$ cat src/hw/rtl/rbu_pkg.sv
// Shared types and constants for the run-length background unpacker.
package rbu_pkg;

   // Default index width and image size
   localparam int unsigned IndexWidthDefault = 16;
   localparam logic [15:0] ImagePixelsReset  = 16'd64000;

   // Run header codes
   localparam logic [7:0] NoopHeader = 8'h80;
   localparam logic [8:0] RepeatBase = 9'd257;

   // Depth of the job queue between front and back
   localparam int unsigned QueueDepth = 2;

   // Width of the packed result word
   localparam int unsigned RspDataWidth = 40;

   // Decoder phase
   typedef enum logic [1:0] {
      PH_HEADER  = 2'd0,
      PH_LITERAL = 2'd1,
      PH_REPEAT  = 2'd2
   } rbu_phase_type;

   // One expansion job: kept pixels of one data byte, starting at pos
   typedef struct packed {
      logic [15:0] pos;
      logic [7:0]  kept;
      logic [7:0]  pixel;
   } rbu_job_type;

endpackage

$ cat src/hw/rtl/rbu_front.sv
// Front end: takes compressed bytes, tracks runs and position, issues expansion jobs.
module rbu_front #(
   parameter int unsigned INDEX_WIDTH = rbu_pkg::IndexWidthDefault
) (
   input  logic                clock,
   input  logic                reset,
   input  logic [15:0]         image_pixels,
   input  logic                req_valid,
   output logic                req_ready,
   input  logic [7:0]          req_byte,
   input  logic                req_start,
   output logic                job_valid,
   input  logic                job_ready,
   output rbu_pkg::rbu_job_type job
);

   // Pixel index cap from the index width, saturated to 17 bits
   localparam int unsigned CapRaw   = (INDEX_WIDTH >= 16) ? 32'd65536 : (32'd1 << INDEX_WIDTH);
   localparam logic [16:0] IndexCap = CapRaw[16:0];

   rbu_pkg::rbu_phase_type phase_ff, phase_in, phase_eff;
   logic [7:0]  run_ff, run_in, run_eff, run_dec;
   logic [15:0] pos_ff, pos_in, pos_eff;
   logic        accept;
   logic        take_hdr;
   logic [16:0] limit;
   logic [16:0] avail;
   logic        kept_lit;
   logic [7:0]  rep_kept;
   logic [7:0]  job_kept;

   assign req_ready = job_ready;
   assign accept    = req_valid & job_ready;

   // Apply start of image before the byte is looked at
   always_comb begin
      phase_eff = req_start ? rbu_pkg::PH_HEADER : phase_ff;
      run_eff   = req_start ? 8'd0 : run_ff;
      pos_eff   = req_start ? 16'd0 : pos_ff;
      take_hdr  = (run_eff == 8'd0) ||
                  ((phase_eff != rbu_pkg::PH_LITERAL) && (phase_eff != rbu_pkg::PH_REPEAT));
      run_dec   = run_eff - 8'd1;
   end

   // Count the pixels of this byte that still fall inside the image
   always_comb begin
      limit    = ({1'b0, image_pixels} < IndexCap) ? {1'b0, image_pixels} : IndexCap;
      kept_lit = ({1'b0, pos_eff} < limit);
      avail    = limit - {1'b0, pos_eff};
      // Nothing is kept once the position is at or past the image end
      rep_kept = !kept_lit ? 8'd0 :
                 (avail < {9'd0, run_eff}) ? avail[7:0] : run_eff;
      job_kept = (phase_eff == rbu_pkg::PH_LITERAL) ? {7'd0, kept_lit} : rep_kept;
   end

   // Next state
   always_comb begin
      phase_in = phase_ff;
      run_in   = run_ff;
      pos_in   = pos_ff;
      if (accept) begin
         phase_in = phase_eff;
         run_in   = run_eff;
         pos_in   = pos_eff;
         if (take_hdr) begin
            if (req_byte == rbu_pkg::NoopHeader) begin
               phase_in = rbu_pkg::PH_HEADER;
               run_in   = 8'd0;
            end else if (!req_byte[7]) begin
               phase_in = rbu_pkg::PH_LITERAL;
               run_in   = req_byte + 8'd1;
            end else begin
               phase_in = rbu_pkg::PH_REPEAT;
               run_in   = 8'(rbu_pkg::RepeatBase - {1'b0, req_byte});
            end
         end else begin
            pos_in = pos_eff + {8'd0, job_kept};
            case (phase_eff)
               rbu_pkg::PH_LITERAL: begin
                  run_in   = run_dec;
                  phase_in = (run_dec == 8'd0) ? rbu_pkg::PH_HEADER : rbu_pkg::PH_LITERAL;
               end
               rbu_pkg::PH_REPEAT: begin
                  run_in   = 8'd0;
                  phase_in = rbu_pkg::PH_HEADER;
               end
               default: begin
                  phase_in = rbu_pkg::PH_HEADER;
               end
            endcase
         end
      end
   end

   // Job output: data bytes with at least one kept pixel
   always_comb begin
      job_valid  = accept && !take_hdr && (job_kept != 8'd0);
      job.pos    = pos_eff;
      job.kept   = job_kept;
      job.pixel  = req_byte;
   end

   // Hold decoder state
   always_ff @(posedge clock) begin
      if (reset) begin
         phase_ff <= rbu_pkg::PH_HEADER;
         run_ff   <= 8'd0;
         pos_ff   <= 16'd0;
      end else begin
         phase_ff <= phase_in;
         run_ff   <= run_in;
         pos_ff   <= pos_in;
      end
   end

endmodule

$ cat src/hw/rtl/rbu_queue.sv
// Short job queue that decouples the front end from the pixel expander.
module rbu_queue (
   input  logic                 clock,
   input  logic                 reset,
   input  logic                 push_valid,
   output logic                 push_ready,
   input  rbu_pkg::rbu_job_type push_job,
   output logic                 pop_valid,
   input  logic                 pop_ready,
   output rbu_pkg::rbu_job_type pop_job
);

   localparam int unsigned Depth    = rbu_pkg::QueueDepth;
   localparam int unsigned PtrWidth = (Depth > 1) ? $clog2(Depth) : 1;
   localparam int unsigned CntWidth = $clog2(Depth + 1);
   localparam logic [PtrWidth-1:0] LastPtr = PtrWidth'(Depth - 1);
   localparam logic [CntWidth-1:0] FullCnt = CntWidth'(Depth);

   rbu_pkg::rbu_job_type entry_ff [Depth];
   logic [PtrWidth-1:0] wr_ptr_ff, wr_ptr_in;
   logic [PtrWidth-1:0] rd_ptr_ff, rd_ptr_in;
   logic [CntWidth-1:0] count_ff, count_in;
   logic push, pop;

   assign push_ready = (count_ff != FullCnt);
   assign pop_valid  = (count_ff != '0);
   assign pop_job    = entry_ff[rd_ptr_ff];
   assign push       = push_valid & push_ready;
   assign pop        = pop_valid & pop_ready;

   // Advance pointers and occupancy
   always_comb begin
      wr_ptr_in = wr_ptr_ff;
      rd_ptr_in = rd_ptr_ff;
      count_in  = count_ff;
      if (push) begin
         wr_ptr_in = (wr_ptr_ff == LastPtr) ? '0 : wr_ptr_ff + 1'b1;
      end
      if (pop) begin
         rd_ptr_in = (rd_ptr_ff == LastPtr) ? '0 : rd_ptr_ff + 1'b1;
      end
      if (push && !pop) begin
         count_in = count_ff + 1'b1;
      end else if (pop && !push) begin
         count_in = count_ff - 1'b1;
      end
   end

   always_ff @(posedge clock) begin
      if (reset) begin
         wr_ptr_ff <= '0;
         rd_ptr_ff <= '0;
         count_ff  <= '0;
      end else begin
         wr_ptr_ff <= wr_ptr_in;
         rd_ptr_ff <= rd_ptr_in;
         count_ff  <= count_in;
      end
   end

   // Store entries
   always_ff @(posedge clock) begin
      if (push) begin
         entry_ff[wr_ptr_ff] <= push_job;
      end
   end

endmodule

$ cat src/hw/rtl/rbu_back.sv
// Back end: expands queued jobs into one- or two-pixel results.
module rbu_back (
   input  logic                 clock,
   input  logic                 reset,
   input  logic                 job_valid,
   output logic                 job_ready,
   input  rbu_pkg::rbu_job_type job,
   output logic                 rsp_valid,
   input  logic                 rsp_ready,
   output logic [rbu_pkg::RspDataWidth-1:0] rsp_data,
   output logic                 rsp_last
);

   logic [7:0]  done_ff, done_in;
   logic        rsp_valid_ff, rsp_valid_in;
   logic [rbu_pkg::RspDataWidth-1:0] rsp_data_ff, rsp_data_in;
   logic        rsp_last_ff, rsp_last_in;
   logic [7:0]  left;
   logic        pair;
   logic        last;
   logic        emit;
   logic [15:0] index;
   logic [7:0]  second;

   // Pick the next pair from the head job
   always_comb begin
      left      = job.kept - done_ff;
      pair      = (left > 8'd1);
      last      = (left <= 8'd2);
      emit      = job_valid && (!rsp_valid_ff || rsp_ready);
      job_ready = emit && last;
      index     = job.pos + {8'd0, done_ff};
      second    = pair ? job.pixel : 8'd0;
   end

   // Load the output register, or drop it once taken
   always_comb begin
      done_in      = done_ff;
      rsp_valid_in = rsp_valid_ff && !rsp_ready;
      rsp_data_in  = rsp_data_ff;
      rsp_last_in  = rsp_last_ff;
      if (emit) begin
         done_in      = last ? 8'd0 : done_ff + 8'd2;
         rsp_valid_in = 1'b1;
         rsp_last_in  = last;
         rsp_data_in  = {6'd0, second[7], second[6:5], second[4:0],
                         job.pixel[7], job.pixel[6:5], job.pixel[4:0],
                         pair ? 2'd2 : 2'd1, index};
      end
   end

   always_ff @(posedge clock) begin
      if (reset) begin
         done_ff      <= 8'd0;
         rsp_valid_ff <= 1'b0;
      end else begin
         done_ff      <= done_in;
         rsp_valid_ff <= rsp_valid_in;
      end
   end

   // Hold result payload
   always_ff @(posedge clock) begin
      rsp_data_ff <= rsp_data_in;
      rsp_last_ff <= rsp_last_in;
   end

   assign rsp_valid = rsp_valid_ff;
   assign rsp_data  = rsp_data_ff;
   assign rsp_last  = rsp_last_ff;

endmodule

$ cat src/hw/rtl/rle_background_unpack.sv
// Top level of the run-length background unpacker: config register, front, queue, back.
// Takes one compressed byte per cycle. Header bytes give no result. A literal data byte
// gives one single-pixel result, registered in the job queue, then in the output register;
// literal runs stream at one byte per cycle. A repeat data byte with n pixels inside the
// image gives ceil(n/2) results, one per cycle while rsp_tready is high, issued by the
// pixel expander; a two-entry job queue lets the front keep taking header bytes meanwhile,
// and requests stall only when that queue is full. Pixels at or past image_pixels (or
// 2^INDEX_WIDTH) are dropped; write csr only while no results are pending.
module rle_background_unpack #(
   parameter int unsigned INDEX_WIDTH = rbu_pkg::IndexWidthDefault
) (
   input  logic        clock,
   input  logic        reset,
   // request: data_byte[7:0]
   input  logic        req_tvalid,
   output logic        req_tready,
   input  logic [7:0]  req_tdata,
   // request: start_image[0]
   input  logic        req_tuser,
   // result: pixel_index[15:0], pixel_count[17:16], color_first[22:18], depth_first[24:23],
   // walk_first[25], color_second[30:26], depth_second[32:31], walk_second[33], zero[39:34]
   output logic        rsp_tvalid,
   input  logic        rsp_tready,
   output logic [rbu_pkg::RspDataWidth-1:0] rsp_tdata,
   // result: run_end
   output logic        rsp_tlast,
   // image_pixels write
   input  logic        csr_valid,
   output logic        csr_ready,
   input  logic [15:0] csr_data
);

   logic [15:0]          image_pixels_ff, image_pixels_in;
   logic                 fr_job_valid, fr_job_ready;
   rbu_pkg::rbu_job_type fr_job;
   logic                 bk_job_valid, bk_job_ready;
   rbu_pkg::rbu_job_type bk_job;

   // Image size register
   assign csr_ready = 1'b1;
   assign image_pixels_in = (csr_valid && csr_ready) ? csr_data : image_pixels_ff;

   always_ff @(posedge clock) begin
      if (reset) begin
         image_pixels_ff <= rbu_pkg::ImagePixelsReset;
      end else begin
         image_pixels_ff <= image_pixels_in;
      end
   end

   rbu_front #(
      .INDEX_WIDTH (INDEX_WIDTH)
   ) u_front (
      .clock        (clock),
      .reset        (reset),
      .image_pixels (image_pixels_ff),
      .req_valid    (req_tvalid),
      .req_ready    (req_tready),
      .req_byte     (req_tdata),
      .req_start    (req_tuser),
      .job_valid    (fr_job_valid),
      .job_ready    (fr_job_ready),
      .job          (fr_job)
   );

   rbu_queue u_queue (
      .clock      (clock),
      .reset      (reset),
      .push_valid (fr_job_valid),
      .push_ready (fr_job_ready),
      .push_job   (fr_job),
      .pop_valid  (bk_job_valid),
      .pop_ready  (bk_job_ready),
      .pop_job    (bk_job)
   );

   rbu_back u_back (
      .clock     (clock),
      .reset     (reset),
      .job_valid (bk_job_valid),
      .job_ready (bk_job_ready),
      .job       (bk_job),
      .rsp_valid (rsp_tvalid),
      .rsp_ready (rsp_tready),
      .rsp_data  (rsp_tdata),
      .rsp_last  (rsp_tlast)
   );

   // A result carries one or two pixels
   assert property (@(posedge clock) disable iff (reset)
      rsp_tvalid |-> (rsp_tdata[17:16] == 2'd1 || rsp_tdata[17:16] == 2'd2))
      else $error("bad pixel count");

   // Only the last result of a byte may carry a single pixel
   assert property (@(posedge clock) disable iff (reset)
      (rsp_tvalid && !rsp_tlast) |-> (rsp_tdata[17:16] == 2'd2))
      else $error("single pixel before run end");

   // Second pixel fields are clear on single-pixel results
   assert property (@(posedge clock) disable iff (reset)
      (rsp_tvalid && rsp_tdata[17:16] == 2'd1) |-> (rsp_tdata[33:26] == 8'd0))
      else $error("stray second pixel");

   // No result reaches past the image
   assert property (@(posedge clock) disable iff (reset)
      rsp_tvalid |-> ({1'b0, rsp_tdata[15:0]} + {15'd0, rsp_tdata[17:16]}
                      <= {1'b0, image_pixels_ff})
      || (rsp_tdata[17:16] != 2'd1 && rsp_tdata[17:16] != 2'd2))
      else $error("pixel index past image");

endmodule

$ cat config.mk
export PLATFORM = sky130hd
export DESIGN_NAME = rle_background_unpack
export DESIGN_NICKNAME = d
export VERILOG_FILES = /design/src/hw/rtl/rbu_pkg.sv /design/src/hw/rtl/rbu_front.sv /design/src/hw/rtl/rbu_queue.sv /design/src/hw/rtl/rbu_back.sv /design/src/hw/rtl/rle_background_unpack.sv
export SDC_FILE = /design/constraint.sdc
export NUM_CORES = 1
export LEC_CHECK = 0
export BUFFER_PORTS_ARGS = -buffer_cell sky130_fd_sc_hd__buf_2
export CAP_MARGIN = 5
export CORE_AREA = 2 2 123 244
export DETAILED_ROUTE_END_ITERATION = 10
export DIE_AREA = 0 0 125 246
export GPL_ROUTABILITY_DRIVEN = 0
export PLACE_DENSITY = 0.55
export SYNTH_ARGS = -nofsm -noshare
export SYNTH_HDL_FRONTEND = slang
export SYNTH_SLANG_ARGS = --single-unit
$ cat constraint.sdc
create_clock -name clock -period 14.95 [get_ports clock]
set_clock_uncertainty 0.15 [all_clocks]
set_input_delay 1.495 -clock clock [delete_from_list [all_inputs] [get_ports clock]]
set_output_delay 1.495 -clock clock [all_outputs]
set_load 0.05 [all_outputs]
Word level (Yosys, flattened, before mapping)
Memories as Yosys holds them, arrays and structs flattened. A register that Yosys moved wholly into a read port is not among the register bits.
Index checks and enable logic that the tools add are counted.

cells by class
  add/sub/neg operators = 12
  $lt $le $gt $ge = 4
  eq/ne operators = 6
  mux-type cells = 27
  bitwise logic cells = 3
  reductions and logical operators = 20

operators by type and width
  operator                                                                          count
  8-bit two-way mux                                                                 8
  16-bit by 8-bit adder with 16-bit output                                          2
  16-bit two-way mux                                                                2
  17-bit by 8-bit less-than comparator with 1-bit output                            1
  16-bit by 16-bit subtractor with 17-bit output                                    1
  8-bit logical NOT                                                                 2
  16-bit less-than comparator                                                       1
  2-bit two-way mux                                                                 8
  8-bit case mux with 2 select lines                                                1
  8-bit by 1-bit adder with 8-bit output (second input constant)                    1
  8-bit by 2-bit adder with 8-bit output (second input constant)                    1
  8-bit equality test (second input constant)                                       1
  8-bit by 1-bit greater-than comparator with 1-bit output (second input constant)  1
  8-bit by 2-bit <= comparator with 1-bit output (second input constant)            1
  1-bit logical AND                                                                 8
  1-bit two-way mux                                                                 8
  8-bit nonzero test                                                                1
  1-bit by 8-bit subtractor with 8-bit output (first input constant)                1
  8-bit by 1-bit subtractor with 8-bit output (second input constant)               1
  8-bit subtractor                                                                  1
  1-bit logical NOT                                                                 5
  2-bit inequality test (second input constant)                                     2
  2-bit nonzero test                                                                2
  1-bit bitwise AND                                                                 3
  7 further kinds                                                                   9

storage, ports and cells
  register bits = 90
  bits in writable memories = 64
  input bits = 30
  logic and storage cells = 85
  memories kept = 1

memory list
  name              depth  bits a word  read ports  clocked after Yosys merged registers in  wr ports  RTL line         source
  u_queue.entry_ff  2      32           1           1                                        1         rbu_queue.sv:19  rbu_pkg::rbu_job_type entry_ff [Depth];

Longest topological paths before layout
Gate-level depths: netlist of run 1.

  depth after elaboration = 13
  mapped depth = 32

Hierarchy
Synthesis of run 1 repeated with hierarchy kept, for this count alone.

unflattened totals
  cells, all modules = 825
  area, all modules = 8742.1 um^2

by module, submodules not included
  module                 instances  cells an instance  area an instance (um^2)  seq. area each (um^2)
  rbu_front              1          459                3409.5                   520.5
  rbu_queue              1          124                2524.9                   2021.9
  rbu_back               1          188                2198.4                   1211.2
  rle_background_unpack  1          54                 609.3                    320.3

Least setup slack after synthesis of run 1
Ideal clock, no wire load.

  kind = input to register
  start point = in req_tuser
  end point = reg u_front.pos_ff[14]
  setup time = 0.128 ns
  data arrival time = 6.861 ns
  path slack = 7.812 ns
  cell stages on the path = 32
  cell sequence = clkbuf_1 > clkbuf_1 > clkbuf_1 > nand2b_1 > inv_1 > fa_1 > nor2b_4 > o21a_1 > nor2_1 > xnor2_1 > ha_1 > a21o_1 > a21oi_1 > o211ai_1 > inv_1 > o2111ai_1 > nor4_4 > nand2_4 > a21oi_2 > ha_1 > inv_1 > fa_1 > nor2b_1 > o21ai_0 > a21oi_1 > o21ai_0 > a21oi_1 > o21ai_0 > a211oi_1 > nand3_1 > xnor2_1 > nor2_1

RTL lines
  what                    RTL line                     source
  start: declaration      rle_background_unpack.sv:19  input logic req_tuser,
  end signal: assignment  rbu_front.sv:112             pos_ff <= pos_in;
  end: declaration        rbu_front.sv:23              logic [15:0] pos_ff, pos_in, pos_eff;

==> results of run 1 <==
## state kept, by name (all words and copies together), names as in the netlist, named ones only
register / cells
u_back.rsp_valid: 1
u_back.rsp_data: 34
u_front.pos_ff: 16
u_queue.wr_ptr_ff: 1
u_queue.entry_ff: 64
u_queue.rd_ptr_ff: 1
u_front.phase_ff: 2
u_front.run_ff: 8
u_back.rsp_last: 1
u_queue.count_ff: 2
u_back.done_ff: 7
image_pixels_ff: 16
## worst max-delay path: cells and delay by family
| family | cells | cell delay [ns] |
|---|---|---|
| AO/OA/AOI/OAI | 11 | 2.26 |
| AND/OR/NAND/NOR | 9 | 1.52 |
| adder cells (fa/ha/maj) | 4 | 1.18 |
| XOR/XNOR | 2 | 0.48 |
| buffers and inverters | 2 | 0.45 |
## where the power goes
part / switching (mW) / internal (mW)
Sequential: 0.00552 / 0.461
Clock: 0.198 / 0.221
Combinational: 0.0880 / 0.0461
Total: 0.292 / 0.729
## routing by layer
layer | vias up | GRT usage | wire length, µm
met3 | 49 | 0.0232 | 408
met5 | - | 0 | 0
li1 | 3037 | - | -
met2 | 114 | 0.270 | 11600
met1 | 2892 | 0.121 | 7030
met4 | 0 | 0.0801 | 943
## cell type report
class / instances / area, µm² / area share
timing repair buffer: 73 / 383 / 0.0390
clock inverter: 15 / 155 / 0.0158
clock buffer: 17 / 425 / 0.0433
inverter: 53 / 199 / 0.0203
multi-input combinational: 587 / 4130 / 0.421
tap: 360 / 450 / 0.0459
sequential: 154 / 4070 / 0.415
## layout by cell type (no fill, tap or decap), types with 5 or more instances in the layout
master / Yosys / layout
a211o_1: 7 / 7
a211oi_1: 7 / 7
a21o_1: 6 / 6
a21oi_1: 55 / 55
a22oi_1: 5 / 5
a31oi_1: 5 / 5
and2_1: 14 / 14
buf_2: 2 / 66
buf_4: 7 / 7
clkbuf_16: 0 / 17
clkinv_4: 0 / 5
conb_1: 2 / 9
dfxtp_1: 55 / 55
edfxtp_1: 99 / 99
ha_1: 54 / 54
inv_1: 52 / 52
mux2_2: 22 / 22
mux2i_1: 23 / 23
nand2_1: 45 / 45
nand2b_1: 28 / 28
nand3_1: 18 / 18
nor2_1: 85 / 85
nor2b_1: 28 / 27
nor3_1: 12 / 12
nor4_1: 5 / 5
o21ai_0: 25 / 25
o21ai_1: 7 / 7
xnor2_1: 34 / 34
xor2_1: 23 / 23
## worst max-delay path by stage
| stage | cells past startpoint | slack [ns] | endpoint | startpoint |
|---|---|---|---|---|
| 2_1_floorplan | 32 | 7.81 | u_front.pos_ff[14] | req_tuser |
| 3_3_place_gp | 30 | 7.25 | u_front.pos_ff[14] | req_tuser |
| 3_5_place_dp | 30 | 7.20 | u_front.pos_ff[14] | req_tuser |
| 4_1_cts | 30 | 7.65 | u_front.pos_ff[14] | req_tuser |
| 5_1_grt | 29 | 7.16 | u_front.pos_ff[14] | req_tuser |
| 6_report | 28 | 7.70 | u_front.pos_ff[14] | req_tuser |
## stage by stage
stage	hold WS [ns]	cell area, µm²	utilization	power (mW)	instances
floorplan	0.282	8540	-	0.575	824
global placement	0.292	9230	0.320	0.609	1227
detailed placement	0.297	9230	0.320	0.610	1227
CTS	0.305	9810	0.340	1.03	1259
global route	0.323	9810	0.340	1.06	1259
finish	0.302	9810	0.340	1.02	1259
## logic make-up (layout without fill, tap and decap cells)
family / Yosys count / in the layout / synth area share
AOI/OAI and AO/OA: 157 / 157 / 0.120
other: 2 / 9 / 0.000882
DFF: 154 / 154 / 0.479
buffers and inverters: 83 / 158 / 0.0400
and+or+nand+nor: 260 / 260 / 0.155
muxes: 46 / 46 / 0.0579
xor gates and xnor gates: 57 / 57 / 0.0587
adders and majority gates: 58 / 58 / 0.0888
==> metrics, run 1 <==
status complete, no violations; I/O Pins 74; WHS Endpoint u_front.pos_ff[6]; synthesis-to-finish area growth 15.3%; Hold Buf Count CTS 0; setup ws final 7.70 ns; Synth area leader edfxtp_1; total gr overflow 0; first drt pass iteration count 4; pre-CTS setup slack 7.20 ns; synthesized area 8510 µm²; max-cap violation count 0; root buffer cell clkbuf_16; maximum fanout along the worst path 30; critical path startpoint category input port; cts repair resizes 0; Top FF cell, synth edfxtp_1; post-CTS setup buffer count 0; Mean Syn Cell Area 10.4 µm²; Layout fillers 2,986; synthesized instance count 817; Leak Pwr 3.93 nW; CTS H-Tree Depth 4; max_slew headroom 0.490; Clock Sinks 154; chip width 125 µm; Iter 0 DRT Violations 194; Detailed Route WL 20.0 mm; min cycle time layout 7.25 ns; WL/cell 15.9 µm; number of remaining DRC errors 0; Tightest Hold Check Type reg -> reg; vias 6,092; Final Net Count 974; Worst path most repeated cell o21ai_0; Die Area 30,800 µm²; site row count 88; Clock Path Buffers 2; most frequent cell after synthesis edfxtp_1; Synth Register Bits 154; final worst path period share 0.485; die height 246 µm; CP required 15.10 ns; PD cells 104 nW/µm²; crit path DAT 7.40 ns; global-route wire length before repair 32.1 mm; critical path capture point type flop; share of flip-flops with an asynchronous set or reset 0; core area 28,800 µm²; Worst Hold Launch u_front.pos_ff[6]; Port-buffer cells 66; total track usage 0.134; Reg2Reg Depth 27; RSZ-0062 raised after global routing no; Inserted Diodes 0; Critical Path Max Stage Delay 0.42 ns; Synth Warn # 0; Fmax 138 MHz; worst-skew pair later-pin latency 0.44 ns; Worst path slowest cell a211oi_1; Hold Path Cell Cnt 2; Seq/Total Area, Yosys 0.479; setup total negative slack 0 ns; Initial Utilization 0.295; final setup fails 0; R2R Setup Slk 8.90 ns; number of nets still failing antenna checks after routing 0; Inserted Clock Buffers 17; DP HPWL 15.5 mm; vias per cell 4.84; share of cells above drive strength 1 0.158; Clk pin slew, worst setup/hold paths 0.07 ns; post-synth top area share 0.349; largest net degree at the start of global routing 52; maximum VDD drop 0.0521 mV; Yosys cell types 67; Reg-to-Reg End u_front.pos_ff[14]; final slew viol count 0; Post-synth EDFFs 99; final hold vios 0; top cells by count, synth 99 x edfxtp_1, 85 x nor2_1, 55 x a21oi_1, 55 x dfxtp_1, 54 x ha_1; Reg-to-Reg Start u_front.pos_ff[0]; initial antenna violation count 0; worst slew pin tran 0.760 ns; critical path class in -> reg; CTS tree done; most area-consuming cells after synthesis edfxtp_1 35%, dfxtp_1 13%, ha_1 7.9%; number of global-route vias before repair 6,325
No activity file was read; power rests on OpenSTA's default activity.
==> inputs of run 2 (changes only) <==
--- a/config.mk
+++ b/config.mk
@@ -5,13 +5,14 @@
 export SDC_FILE = /design/constraint.sdc
 export NUM_CORES = 1
 export LEC_CHECK = 0
+export ABC_AREA = 1
 export BUFFER_PORTS_ARGS = -buffer_cell sky130_fd_sc_hd__buf_2
 export CAP_MARGIN = 5
-export CORE_AREA = 2 2 123 244
+export CORE_AREA = 2 2 125 249
 export DETAILED_ROUTE_END_ITERATION = 10
-export DIE_AREA = 0 0 125 246
+export DIE_AREA = 0 0 127 251
 export GPL_ROUTABILITY_DRIVEN = 0
-export PLACE_DENSITY = 0.55
+export PLACE_DENSITY = 0.57
 export SYNTH_ARGS = -nofsm -noshare
 export SYNTH_HDL_FRONTEND = slang
 export SYNTH_SLANG_ARGS = --single-unit
==> constraint.sdc (replaced) <==
create_clock -name clock -period 6.5 [get_ports clock]
set_clock_uncertainty 0.15 [all_clocks]
set_input_delay 0.65 -clock clock [delete_from_list [all_inputs] [get_ports clock]]
set_output_delay 0.65 -clock clock [all_outputs]
set_load 0.05 [all_outputs]
==> run 2 against run 1 <==
Effect of this change: the run now ends with DRC left; utilization is essentially flat; worst setup slack lost 6.9 ns; cell count grew 18%; critical path type unchanged; largest cell class is now registers; largest power group unchanged; highest routed layer is now met5.
==> metrics, run 2 <==
crit path DAT 5.85 ns (-1.55 ns); max-cap violation count 0 (unchanged); cts repair resizes 0 (unchanged); Final Net Count 1,198 (+23%); Post-DP Area 9650 µm² (+4.5%); I/O Pins 74 (unchanged); global-route wire length before repair 32.1 mm (about the same); chip width 127 µm (+1.6%); top cells by count, synth 201 x nand2_1, 182 x inv_1, 99 x edfxtp_1; Mean Syn Cell Area 8.59 µm² (-18%); total track usage 0.125 (-0.00895); final worst path period share 0.873; most area-consuming cells after synthesis edfxtp_1 33%, dfxtp_1 12%, nand2_1 8.5%; vias per cell 4.63 (-4.3%); Initial Utilization 0.298 (+0.00268); Worst path most repeated cell nand2_1; post-CTS setup buffer count 0 (unchanged); placed cells 1,459 (+19%); share of flip-flops with an asynchronous set or reset 0 (unchanged); site row count 90 (+2.3%); share of cells above drive strength 1 0.142 (-0.0155); die height 251 µm (+2.0%); most frequent cells in the layout 201 x nand2_1, 182 x inv_1, 99 x edfxtp_1; first drt pass iteration count 8 (+4); CP required 6.67 ns (-8.43 ns); critical path class in -> reg; synthesis-to-finish area growth 14.3%; post-synth top area share 0.333 (-0.0159); status complete, but fails checks; Top FF cell, synth edfxtp_1; Detailed Route WL 19.4 mm (-3.0%); Design Power 2.40 mW (+140%); WL/cell 13.0 µm (-18%); core area 30,000 µm² (+3.8%); Post-synth EDFFs 99 (unchanged); Critical Path Max Stage Delay 0.45 ns (+0.03 ns); min cycle time layout 5.68 ns; Iter 0 DRT Violations 304 (+57%); maximum fanout along the worst path 11 (-63%); final instance area 10,200 µm² (+3.9%); final hold vios 0 (unchanged); largest net degree at the start of global routing 46 (-12%); Clock Path Buffers 2 (unchanged); critical path startpoint category input port; DP HPWL 15.1 mm (-3.1%); worst slew pin tran 0.761 ns (+0.00113 ns); Synth area leader edfxtp_1; failing checks DRC; final slew viol count 0 (unchanged); number of nets still failing antenna checks after routing 0 (unchanged); Port-buffer cells 66 (unchanged); Worst path slowest cell fa_1; Inserted Clock Buffers 17 (unchanged); Die Area 31,900 µm² (+3.7%); commonest non-fill, non-tap cell in the layout nand2_1; CTS tree done; synthesized instance count 1,038 (+27%); total gr overflow 0 (unchanged); vias 6,901 (+13%); critical path capture point type flop; Fmax 176 MHz; Most flops, register u_queue.entry_ff; worst-skew pair later-pin latency 0.43 ns (about the same); root buffer cell clkbuf_16; Seq/Total Area, Yosys 0.457 (-0.0218); setup total negative slack 0 ns (unchanged); number of remaining DRC errors 1 (+1); synthesized area 8920 µm² (+4.8%); Leak Pwr 4.62 nW (+17%); max_slew headroom 0.492 (+0.00209); RSZ-0062 raised after global routing no; Hold Buf Count CTS 0 (unchanged); Synth Register Bits 154 (unchanged); number of global-route vias before repair 6,642 (+5.0%); Yosys cell types 50 (-25%); Clk pin slew, worst setup/hold paths 0.06 ns (about the same); most frequent cell after synthesis nand2_1; post-route insts no fill 1,491 (+18%); max reg flops 64 (unchanged); Synth Warn # 0 (unchanged); initial antenna violation count 1 (+1); Inserted Diodes 0 (unchanged); Tightest Hold Check Type in -> reg; WHS 0.277 ns (-0.0247 ns); maximum VDD drop 0.183 mV (+250%); final setup fails 0 (unchanged); Clock Sinks 154 (unchanged); PD cells 236 nW/µm² (+130%); CTS H-Tree Depth 4 (unchanged)
==> run 2: cell count changes in the layout (fill, tap and decap cells not counted), sizes merged, moves of 22 or more <==
cell	delta
nand2b	-28
nand3	+40
nor2b	-29
nand2	+170
inv	+130
xnor2	-22
o21ai	+26
==> run 2: layer usage <==
layer,track usage,share of wire,up-vias
met4,0.0471,0.024,2
met1,0.145,0.43,3184
met2,0.222,0.51,144
li1,-,-,3543
met5,0,0.00067,-
met3,0.0279,0.036,28
==> run 2: worst paths after layout <==
path / startpoint / endpoint / slack, ns / cells after the start
worst max-delay path: req_tuser / u_front.pos_ff[14] / 0.82 / 40
worst min-delay path: csr_data[11] / image_pixels_ff[11] / 0.28 / 3
worst max register to register: u_front.pos_ff[0] / u_front.pos_ff[14] / 1.01 / 39
worst min register to register: u_front.pos_ff[5] / u_front.pos_ff[5] / 0.32 / 2
==> run 2: cells by family (layout without fill, tap and decap cells) <==
logic type,count (synthesis),after routing,synth area share
multiplexers,19,19,0.0233
adder cells (fa/ha/maj),58,58,0.0847
AO/OA/AOI/OAI,145,145,0.0903
other,2,9,0.000842
AND/OR/NAND/NOR,408,408,0.211
flip-flops,154,154,0.457
buffers and inverters,211,289,0.0930
XOR/XNOR,41,41,0.0403
==> run 2: report_power, final <==
part / internal [mW] / switching, mW / leakage [nW]
clock: 0.496 / 0.420 / 0.264
sequential: 1.07 / 0.0127 / 1.37
combinational: 0.125 / 0.274 / 2.98
==> run 2: cell type report <==
cell class / count / area [µm²]
Clock buffer: 18 / 429
Clock inverter: 14 / 111
Fill cell: 3072 / 19800
Inverter: 184 / 691
Multi-Input combinational cell: 680 / 4040
Sequential cell: 154 / 4070
Tap cell: 368 / 460
Timing Repair Buffer: 73 / 383
==> run 2: critical path: cells and delay by family <==
family	cells	cell delay (ns)
and+or+nand+nor	22	2.12
xor gates and xnor gates	1	0.22
adders and majority gates	4	1.26
buffers and inverters	7	0.76
AOI/OAI and AO/OA	6	0.80
==> run 2: per-stage QoR <==
stage	worst slack, ns	utilization
3_3_place_gp	0.594	0.322
5_1_grt	0.207	0.340
6_report	0.823	0.340
2_1_floorplan	0.876	-
3_5_place_dp	0.434	0.322
4_1_cts	0.863	0.340
==> inputs of run 3 (changes only) <==
--- a/config.mk
+++ b/config.mk
@@ -8,11 +8,11 @@
 export ABC_AREA = 1
 export BUFFER_PORTS_ARGS = -buffer_cell sky130_fd_sc_hd__buf_2
 export CAP_MARGIN = 5
-export CORE_AREA = 2 2 125 249
+export CORE_AREA = 2 2 116 231
 export DETAILED_ROUTE_END_ITERATION = 10
-export DIE_AREA = 0 0 127 251
+export DIE_AREA = 0 0 118 233
 export GPL_ROUTABILITY_DRIVEN = 0
-export PLACE_DENSITY = 0.57
+export PLACE_DENSITY = 0.63
 export SYNTH_ARGS = -nofsm -noshare
 export SYNTH_HDL_FRONTEND = slang
 export SYNTH_SLANG_ARGS = --single-unit
==> constraint.sdc (replaced) <==
create_clock -name clock -period 6.5 [get_ports clock]
set_clock_uncertainty 0.15 [all_clocks]
set_input_delay 0.65 -clock clock [delete_from_list [all_inputs] [get_ports clock]]
set_output_delay 0.65 -clock clock [all_outputs]
set_load 0.005 [all_outputs]
==> run 3 against run 2 <==
Effect of this change: the flow now finishes without violations; utilization is 5.8 points higher; maximum frequency is 0.66% lower; global-route usage is 2.6 points higher; combinational power is 9.8% lower; clock-buffer cell count is 1 lower; via count is 0.32% higher; cell count is 1.7% lower.
==> metrics, run 3 (synthesized netlist as in run 2, its figures left out) <==
maximum fanout along the worst path 11 (unchanged); Reg-to-Reg End u_front.pos_ff[14]; post-route insts no fill 1,466 (-1.7%); worst slew pin tran 0.807 ns (+0.0457 ns); critical path startpoint category input port; final worst path period share 0.879 (+0.00579); PD cells 235 nW/µm² (about the same); Die Area 27,500 µm² (-14%); max reg flops 64 (unchanged); Most flops, register u_queue.entry_ff; site row count 83 (-7.8%); Worst Setup SP req_tuser; vias per cell 4.72 (+2.0%); CP required 6.67 ns (about the same); cts repair resizes 0 (unchanged); total gr overflow 0 (unchanged); status complete, no violations; Initial Utilization 0.348 (+0.0499); first drt pass iteration count 4 (-4); setup total negative slack 0 ns (unchanged); crit path DAT 5.88 ns (+0.03 ns); largest net degree at the start of global routing 43 (-6.5%); DP HPWL 15.8 mm (+5.2%); final hold vios 0 (unchanged); Fmax 175 MHz (-0.66%); chip width 118 µm (-7.1%); Reg2Reg Depth 41 (+5.1%); root buffer cell clkbuf_16; commonest non-fill, non-tap cell in the layout nand2_1; post-CTS setup buffer count 0 (unchanged); Inserted Clock Buffers 17 (unchanged); I/O Pins 74 (unchanged); Clk pin slew, worst setup/hold paths 0.06 ns (about the same); number of nets still failing antenna checks after routing 0 (unchanged); global-route wire length before repair 32.3 mm (+0.82%); Critical Path Max Stage Delay 0.44 ns (about the same); critical path capture point type flop; Port-buffer cells 66 (unchanged); Tightest Hold Check Type in -> reg; final setup fails 0 (unchanged); Clock Sinks 154 (unchanged); max_slew headroom 0.457 (-0.0356); CTS H-Tree Depth 4 (unchanged); total track usage 0.151 (+0.0262); worst-skew pair later-pin latency 0.43 ns (about the same); initial antenna violation count 0 (-1); Clock Path Buffers 2 (unchanged); Leak Pwr 4.64 nW (+0.63%); Post-DP Area 9640 µm² (-0.13%); WHS Endpoint image_pixels_ff[15]; core area 25,700 µm² (-14%); most frequent cells in the layout 201 x nand2_1, 182 x inv_1, 99 x edfxtp_1; Inserted Diodes 0 (unchanged); R2R Setup Slk 1.04 ns (+0.03 ns); Hold Path Cell Cnt 3 (unchanged); final slew viol count 0 (unchanged); Layout fillers 2,543 (-17%); Reg-to-Reg Start u_front.pos_ff[0]; die height 233 µm (-7.2%); final instance area 10,200 µm² (+0.13%); number of global-route vias before repair 6,787 (+2.2%); Worst Hold Launch csr_data[15]; vias 6,923 (+0.32%); WL/cell 13.7 µm (+4.9%); Final Net Count 1,201 (+0.25%); min cycle time layout 5.71 ns (+0.0377 ns); Worst path most repeated cell nand2_1; max-cap violation count 0 (unchanged); placed cells 1,434 (-1.7%); Detailed Route WL 20.0 mm (+3.2%); CTS tree done; RSZ-0062 raised after global routing no; Worst path slowest cell fa_1; critical path class in -> reg; Iter 0 DRT Violations 357 (+17%); maximum VDD drop 0.163 mV (-11%); Hold Buf Count CTS 0 (unchanged); share of cells above drive strength 1 0.145 (+0.00228); number of remaining DRC errors 0 (-1); WHS 0.285 ns (+0.00741 ns); synthesis-to-finish area growth 14.4%
run 3: cell types whose count changed in the layout (fill, tap and decap cells not counted):
cell | previous run | this run
clkinvlp_4 | 2 | 1
clkbuf_1 | 1 | 0
inv_6 | 6 | 5
clkinv_2 | 3 | 2
clkinv_1 | 2 | 3
buf_4 | 7 | 10
bufinv_16 | 0 | 1
clkinv_4 | 2 | 4
run 3: worst max-delay path by stage:
stage	end	slack, ns
floorplan	u_front.pos_ff[14]	0.88
global placement	u_front.pos_ff[14]	0.50
detailed placement	u_front.pos_ff[14]	0.40
CTS	u_front.pos_ff[14]	0.83
global route	u_front.pos_ff[14]	0.22
finish	u_front.pos_ff[14]	0.79
run 3: stage by stage:
step,util,worst slack (ns),power [mW]
after floorplan,-,0.877,1.37
after global placement,0.376,0.497,1.46
after detailed placement,0.376,0.395,1.47
after CTS,0.398,0.832,2.43
after global routing,0.398,0.222,2.52
final,0.398,0.786,2.40
run 3: report_power, final:
group	switching (mW)	internal, mW	total [mW]
Combinational	0.234	0.126	0.360
Clock	0.423	0.534	0.957
Sequential	0.0134	1.07	1.09
Total	0.670	1.73	2.40
run 3: cell type report:
cell class                      instances  area [µm²]  area share
Inverter                              184         691      0.0677
Clock inverter                         15         141      0.0139
Tap cell                              340         425      0.0417
Multi-Input combinational cell        680        4040       0.396
Timing Repair Buffer                   76         405      0.0397
Clock buffer                           17         425      0.0417
Sequential cell                       154        4070       0.399
run 3: routing by layer:
layer | up-vias | global-route usage | wire, µm
met2 | 154 | 0.308 | 11500
met5 | - | 0 | 0
li1 | 3547 | - | -
met3 | 62 | 0.0272 | 570
met1 | 3160 | 0.131 | 6820
met4 | 0 | 0.0979 | 1100
run 3: critical path: cells and delay by family:
kind	cells	cell delay, ns
simple gates	25	2.23
fa+ha+maj	4	1.25
buf+inv	7	0.80
compound gates	5	0.72
xor+xnor	1	0.21
